--- src/design/frlt_pkg.sv ---
package frlt_pkg;

	typedef enum logic [1:0] {
		OP_TEST    = 2'd0,
		OP_LOCK    = 2'd1,
		OP_UNLOCK  = 2'd2,
		OP_RELEASE = 2'd3
	} op_t;

	typedef enum logic [1:0] {
		ST_DONE     = 2'd0,
		ST_HELD     = 2'd1,
		ST_NO_ENTRY = 2'd2
	} status_t;

	// one request as it travels from front to back
	typedef struct packed {
		logic [1:0]  operation;
		logic [15:0] file_id;
		logic [9:0]  owner;
		logic [31:0] range_begin;
		logic [31:0] range_end;
	} req_t;

	// one result as it leaves the back part
	typedef struct packed {
		logic [1:0] status;
		logic [9:0] conflict_owner;
		logic       wake;
	} res_t;

	// engine phases: conflict scan, modify scan, final write, result
	typedef enum logic [2:0] {
		EN_IDLE,
		EN_TEST,
		EN_MOD,
		EN_WRITE,
		EN_OUT
	} eng_state_t;

endpackage

--- src/design/frlt_front.sv ---
module frlt_front (
	input  logic                  clk,
	input  logic                  arst_n,
	input  logic                  in_valid,
	output logic                  in_ready,
	input  frlt_pkg::req_t        in_req,
	output logic                  q_valid,
	input  logic                  q_ready,
	output frlt_pkg::req_t        q_req
);
	import frlt_pkg::*;

	// two-entry queue between intake and the scan engine
	req_t       mem_q [2];
	logic       wr_q, rd_q;
	logic [1:0] cnt_q;
	logic       push, pop;

	assign in_ready = (cnt_q != 2'd2);
	assign q_valid  = (cnt_q != 2'd0);
	assign q_req    = mem_q[rd_q];
	assign push     = in_valid && in_ready;
	assign pop      = q_valid && q_ready;

	always_ff @(posedge clk) begin
		if (push) begin
			mem_q[wr_q] <= in_req;
		end
	end

	always_ff @(posedge clk or negedge arst_n) begin
		if (!arst_n) begin
			wr_q  <= 1'b0;
			rd_q  <= 1'b0;
			cnt_q <= 2'd0;
		end else begin
			if (push) wr_q <= ~wr_q;
			if (pop)  rd_q <= ~rd_q;
			cnt_q <= cnt_q + {1'b0, push} - {1'b0, pop};
		end
	end
endmodule

--- config.mk ---
export PLATFORM = sky130hd
export DESIGN_NAME = frlt_front
export DESIGN_NICKNAME = d
export VERILOG_FILES = /design/src/design/frlt_pkg.sv /design/src/design/frlt_front.sv
export SDC_FILE = /design/constraint.sdc
export NUM_CORES = 1
export LEC_CHECK = 0
export BUFFER_PORTS_ARGS = -buffer_cell sky130_fd_sc_hd__clkbuf_2
export CAP_MARGIN = 40
export CORE_ASPECT_RATIO = 1.5
export CORE_MARGIN = 2
export CORE_UTILIZATION = 52
export CTS_CLUSTER_SIZE = 14
export DETAILED_ROUTE_END_ITERATION = 8
export PLACE_DENSITY_LB_ADDON = 0.2
export SLEW_MARGIN = 15
export SYNTH_ARGS = -nofsm -noshare
export SYNTH_HDL_FRONTEND = slang
export SYNTH_SLANG_ARGS = --single-unit
--- constraint.sdc ---
create_clock -name clk -period 6.31 [get_ports clk]
set_clock_uncertainty 0.1 [all_clocks]
set_input_delay 0.3155 -clock clk [delete_from_list [all_inputs] [get_ports clk]]
set_output_delay 0.3155 -clock clk [all_outputs]
set_load 0.01 [all_outputs]
==> flow_summary_export.csv, run 1 <==
group,metric,value,unit
sta,max_freq,336.2,MHz
power,switchingPower,1.215,mW
logic_synthesis,synth_edf_count,184,
logic_synthesis,synth_top_cell_by_area,"edfxtp_1",
global_routing,grt_pass1_vias,4239,
place,dp_cells,649,
detailed_routing,final_antenna_net_count,0,
sta,hold_viol_final,0,
detailed_routing,avgViaCountPerCell,4.961,
global_routing,use_met3,5.090,%
logic_synthesis,synth_top_family_by_area,"multiplexers",
die,die_y,147.3,um
global_routing,grt.total_usage,19.01,%
detailed_routing,drt_first_pass_iters,4,
logic_synthesis,synthTopCellsByArea,"edfxtp_1 78%, mux2_4 15%, mux2_2 3.5%",
finish,fin_cells,773,
finish,areaGrowthSynthToFinish,37.08,%
clock_network,cts-htree-levels,4,
finish,layout.nets,696,
place,dp_hpwl,8211,um
setup_path,required,5890,ps
setup_path,timing.critical_path.fanout_max,43,
setup_path,path_class,"register to output port",
sta,finalSetupTns,0,ps
worst_hold_path,hp-class,"input port to register",
clock_network,clk_latency,410,ps
setup_path,endpoint_kind,"output port",
global_routing,grt_max_degree,61,
die,num_rows,52,
clock_network,numCtsBuffers,17,
logic_synthesis,synth-xor-area-share,0.4923,%
power,leakage,3.947,nW
logic_synthesis,synth_nets,401,
clock_network,cts_resized,0,
logic_synthesis,syn_inst,303,
sta,timing.final.crit_share,47.14,%
sta,timing.hold.ws,31.37,ps
global_routing,overflow,0,
power,swShare,28.86,%
logic_synthesis,synth.mux.area_fraction,18.25,%
power,p_int,2.996,mW
finish,drive_gt1_share,52.21,%
logic_synthesis,synthSimpleGateAreaFrac,0.4571,%
logic_synthesis,yosysWarnings,0,
worst_hold_path,min-delay-start,"in_req[60]",
global_routing,grt_pass1_wl,20960,um
global_routing,antenna_found_initial,0,
sta,slew_headroom,52.52,%
detailed_routing,drc,0,
detailed_routing,wl_per_cell,17.50,um
logic_synthesis,netlist-cell-type-count,17,
logic_synthesis,synth_top_cells_by_count,"184 x edfxtp_1, 70 x mux2_4, 22 x mux2_2",
clock_network,cts_sinks,188,
sta,final_max_slew_viol_count,0,
die,die_w,99.52,um
clock_network,clockBufferDepth,2,
logic_synthesis,yosysMostFrequentCell,"edfxtp_1",
place,port_buffers,189,
logic_synthesis,async_flop_share,2.128,%
global_routing,grt_busiest_layer,"met2",
finish,final_util,72.44,%
sta,fin_crit,2975,ps
setup_path,reg2reg_from,"cnt_q[1]",
clock_network,clk_pin_slew,60,ps
logic_synthesis,yosysTopAreaCellShare,77.64,%
logic_synthesis,synth-adder-area-share,0.3516,%
place,gp_congestion,0.6585,
clock_network,cts_tree,"built",
power,combPwrFrac,32.5,%
run_status,status,"finished clean",
power,seq_power_share,43.0,%
sta,finalSetupViolCount,0,
sta,rsz0062_at_grt,"false",
setup_path,startpoint_type,"register",
die,pin_count,190,
die,initial_core_util,52.84,%
detailed_routing,drt_iter0_drc,173,
detailed_routing,drt-total-wl,13530,um
die,core,13470,um^2
sta,tightest_slew,712.2,ps
finish,n_antenna_cell,0,
power,ir_drop,0.2827,mV
logic_synthesis,ys_ff_latch,188,
global_routing,use_met1,20.44,%
detailed_routing,num_vias,3835,
clock_network,cts_root_buf,"clkbuf_16",
logic_synthesis,syn_area_per_cell,23.49,um^2
run,maxCapViolCount,0,
logic_synthesis,yosysSeqAreaShare,79.04,%
die,dieArea,14660,um^2
logic_synthesis,synth_area,7117,um^2
logic_synthesis,synth-compound-area-share,0,%
power,clkPwrFrac,24.6,%
power,power.density,431.6,nW/um^2
global_routing,use_met2,35.10,%
logic_synthesis,synth_ff_type,"edfxtp_1",
setup_path,cp.arrival,2560,ps
setup_path,startpoint,"rd_q",
power by group through the flow:
stage	Sequential (mW)	Clock, mW	Combinational [mW]
2_1_floorplan	1.82	0	0.932
3_3_place_gp	1.88	0	1.23
3_5_place_dp	1.84	0	1.32
4_1_cts	1.82	1.06	1.37
5_1_grt	1.83	1.10	1.46
6_report	1.81	1.03	1.37
what timing repair did:
item / 4_1_cts / 5_1_grt
hold endpoints to repair: 182 / 0
hold buffers: 91 / 0
setup buffers: 0 / 0
worst paths after layout:
| kind | slack, ps | cells past startpoint | to |
|---|---|---|---|
| worst min-delay path | 30 | 1 | mem_q[1][60] |
| worst max register to register | 4160 | 4 | mem_q[1][26] |
| min in group asynchronous | 160 | 2 | cnt_q[0] |
| max in group asynchronous | 5800 | 2 | rd_q |
| worst min register to register | 430 | 1 | cnt_q[0] |
| worst max-delay path | 3340 | 4 | q_req[86] |
per-layer routing:
layer | routed length, um | vias to the layer above
li1 | - | 1790
met4 | 246 | 0
met5 | 0 | -
met3 | 650 | 19
met1 | 5076 | 1902
met2 | 7553 | 124
cell type report:
type | count | area [um^2]
flip-flops and latches | 188 | 5629
inverters | 1 | 3.754
repair buffers | 286 | 1942
clock buffers | 20 | 436.7
clock inverters | 12 | 137.6
multi-input cells | 104 | 1404
well taps | 162 | 202.7
fillers | 848 | 3712
logic make-up (layout without fill, tap and decap cells):
group / after synthesis / count (layout)
XOR/XNOR: 4 / 4
adder cells (fa/ha/maj): 2 / 2
buffers and inverters: 11 / 319
flip-flops: 188 / 188
multiplexers: 92 / 92
AND/OR/NAND/NOR: 6 / 6
through the flow:
stage          total power [mW]  instance area, um^2  setup slack [ps]
4_1_cts                   4.242                 9728              3277
3_5_place_dp              3.163                 8243              3729
3_3_place_gp              3.117                 8215              3562
5_1_grt                   4.396                 9756              3203
6_report                  4.211                 9756              3335
2_1_floorplan             2.748                 7117              1173
state kept, by name (all words and copies together) (netlist names):
name and flops:
wr_q 1, cnt_q 2, mem_q 184, rd_q 1
critical path, cell delays in order, from the launching register on:
cell,delay [ps]
dfrtp_4,640
buf_16,300
buf_4,630
mux2_2,420
clkbuf_2,130
cell usage in the layout, fill, tap and decap left out:
cell and n:
clkbuf_16 17, clkinv_2 2, buf_4 4, nand2b_1 1
and2_1 1, ha_1 2, clkinv_4 3, inv_1 1
mux2_2 22, or2_1 1, nand2_1 1, xnor2_1 3
xor2_1 1, dfrtp_1 3, edfxtp_1 184, and3_4 1
nor2_4 1, inv_6 3, clkinvlp_4 2, mux2_4 70
clkbuf_1 3, bufinv_16 2, clkbuf_2 189, dfrtp_4 1
dlygate4sd3_1 91, buf_16 2
(Power assumes the default switching activity.)
==> run 2, diff against run 1 <==
- clock period: 6.31 -> 3 ns (I/O delays scaled with it)
==> flow_summary_export.csv, run 2 (synthesis gave the netlist of run 1 again) <==
group,metric,value,unit
die,die_y,147.3,um
power,combPwrFrac,32.0,%
setup_path,reg2reg_from,"cnt_q[1]",
finish,reg.largest.list,"mem_q (184), cnt_q (2)",
sta,rsz0062_at_grt,"false",
setup_path,path_class,"register to output port",
sta,hold_viol_final,0,
clock_network,clk_pin_slew,70,ps
place,gp_congestion,0.7410,
clock_network,clk_latency,420,ps
setup_path,required,2750,ps
clock_network,cts_sinks,188,
sta,max_freq,419.5,MHz
place,dp_hpwl,8238,um
setup_path,startpoint_type,"register",
power,p_int,6.342,mW
clock_network,cts_resized,0,
clock_network,hold_buffers,95,
sta,tightest_slew,769.1,ps
finish,fin_cells,777,
place,dp_cells,650,
detailed_routing,num_vias,3812,
clock_network,cts_root_buf,"clkbuf_16",
setup_path,max_stage_delay,880,ps
sta,fin_crit,2384,ps
sta,slew_headroom,48.61,%
finish,areaGrowthSynthToFinish,38.36,%
run_status,status,"finished clean",
global_routing,antenna_found_initial,0,
sta,finalSetupViolCount,0,
power,seq_power_share,43.2,%
die,num_rows,52,
finish,regArea,5629,um^2
setup_path,cp.arrival,2130,ps
worst_hold_path,min-delay-start,"in_valid",
power,leakage,3.968,nW
run,maxCapViolCount,0,
finish,final_common_cell,"clkbuf_2",
detailed_routing,drc,0,
setup_path,crit_chain,"buf_12 -> mux2_2 -> clkbuf_2",
detailed_routing,drt_iter0_drc,164,
die,dieArea,14660,um^2
finish,regMostFlops,"mem_q",
finish,drive_gt1_share,52.20,%
detailed_routing,wl_per_cell,16.95,um
clock_network,post_cts_buffers,0,
global_routing,overflow,0,
detailed_routing,drt-total-wl,13170,um
setup_path,endpoint_kind,"output port",
worst_hold_path,hp-class,"input port to register",
finish,final_cell_mix,"189 x clkbuf_2, 184 x edfxtp_1, 95 x dlygate4sd3_1",
global_routing,grt.total_usage,18.37,%
setup_path,startpoint,"rd_q",
power,switchingPower,2.594,mW
detailed_routing,drt_first_pass_iters,4,
detailed_routing,final_antenna_net_count,0,
power,ir_drop,0.5887,mV
sta,timing.final.crit_share,79.45,%
global_routing,grt_pass1_wl,20170,um
place,port_buffers,189,
setup_path,timing.critical_path.fanout_max,40,
die,core,13470,um^2
sta,final_max_slew_viol_count,0,
clock_network,cts-htree-levels,4,
sta,finalSetupTns,0,ps
finish,n_antenna_cell,0,
global_routing,grt_pass1_vias,4088,
clock_network,numCtsBuffers,17,
setup_path,worst-path-buf-inv,2,
power,power.density,907.5,nW/um^2
setup_path,slowest_stage,"dfrtp_4",
finish,layout.nets,700,
clock_network,clockBufferDepth,2,
setup_path,path_delay_family,"flip-flops",
finish,multiInputGateArea,1404,um^2
power,swShare,29.03,%
power,clkPwrFrac,24.8,%
die,die_w,99.52,um
die,pin_count,190,
finish,largest_reg_flops,184,
die,initial_core_util,52.84,%
finish,n_fill_cell,814,
global_routing,grt_max_degree,63,
detailed_routing,avgViaCountPerCell,4.906,
clock_network,cts_tree,"built",
[run 2: changes by cell type in the layout (fill, tap and decap cells not counted)]
| cell | before | now |
|---|---|---|
| buf_4 | 4 | 0 |
| inv_8 | 0 | 3 |
| clkinv_2 | 2 | 1 |
| buf_12 | 0 | 6 |
| clkbuf_1 | 3 | 1 |
| buf_16 | 2 | 0 |
| inv_6 | 3 | 2 |
| clkinv_4 | 3 | 0 |
| dlygate4sd3_1 | 91 | 95 |
| clkinvlp_4 | 2 | 6 |
[run 2: per-layer routing]
metal | track usage, % | up-vias | part of all wire (%)
met5 | 0 | - | 0
met4 | 8.425 | 0 | 2.7
met3 | 4.805 | 27 | 4.6
met2 | 33.34 | 126 | 55
met1 | 19.69 | 1854 | 38
li1 | - | 1805 | -
[run 2: final cells by class]
class / instances / area share, %
Tap cell: 162 / 2.058
Clock buffer: 18 / 4.358
Inverter: 1 / 0.03812
Timing Repair Buffer: 290 / 20.48
Multi-Input combinational cell: 104 / 14.26
Sequential cell: 188 / 57.17
Clock inverter: 14 / 1.639
[run 2: final timing paths]
path                            cells past startpoint           end  slack, ps
worst max-delay path                                3     q_req[91]        620
worst min-delay path                                3          wr_q         30
worst max register to register                      4  mem_q[0][80]        970
worst min register to register                      1      cnt_q[0]        430
max in group asynchronous                           3          rd_q       2030
min in group asynchronous                           3      cnt_q[0]        560
[run 2: power by group through the flow]
stage	registers [mW]	logic (mW)	clock network (mW)
floorplan	3.77	1.97	0
global placement	3.89	2.76	0
detailed placement	3.93	2.79	0
CTS	3.87	2.90	2.26
global route	3.92	3.05	2.37
finish	3.86	2.86	2.22
[run 2: tightest hold or removal path, cell delays in order]
cell      delay (ps)
clkbuf_2          90
nand2_1          170
xnor2_1           90
[run 2: metrics by stage]
step	cell area, um^2	setup slack, ps	power [mW]	utilization [%]	hold slack (ps)
after detailed placement	8305	976.8	6.715	61.67	-131.2
after global routing	9847	508.0	9.337	73.11	36.79
after global placement	8305	1057	6.644	61.67	-133.6
after floorplan	7126	425.8	5.735	-	-245.6
final	9847	616.4	8.936	73.11	27.43
after CTS	9847	587.0	9.028	73.11	17.64
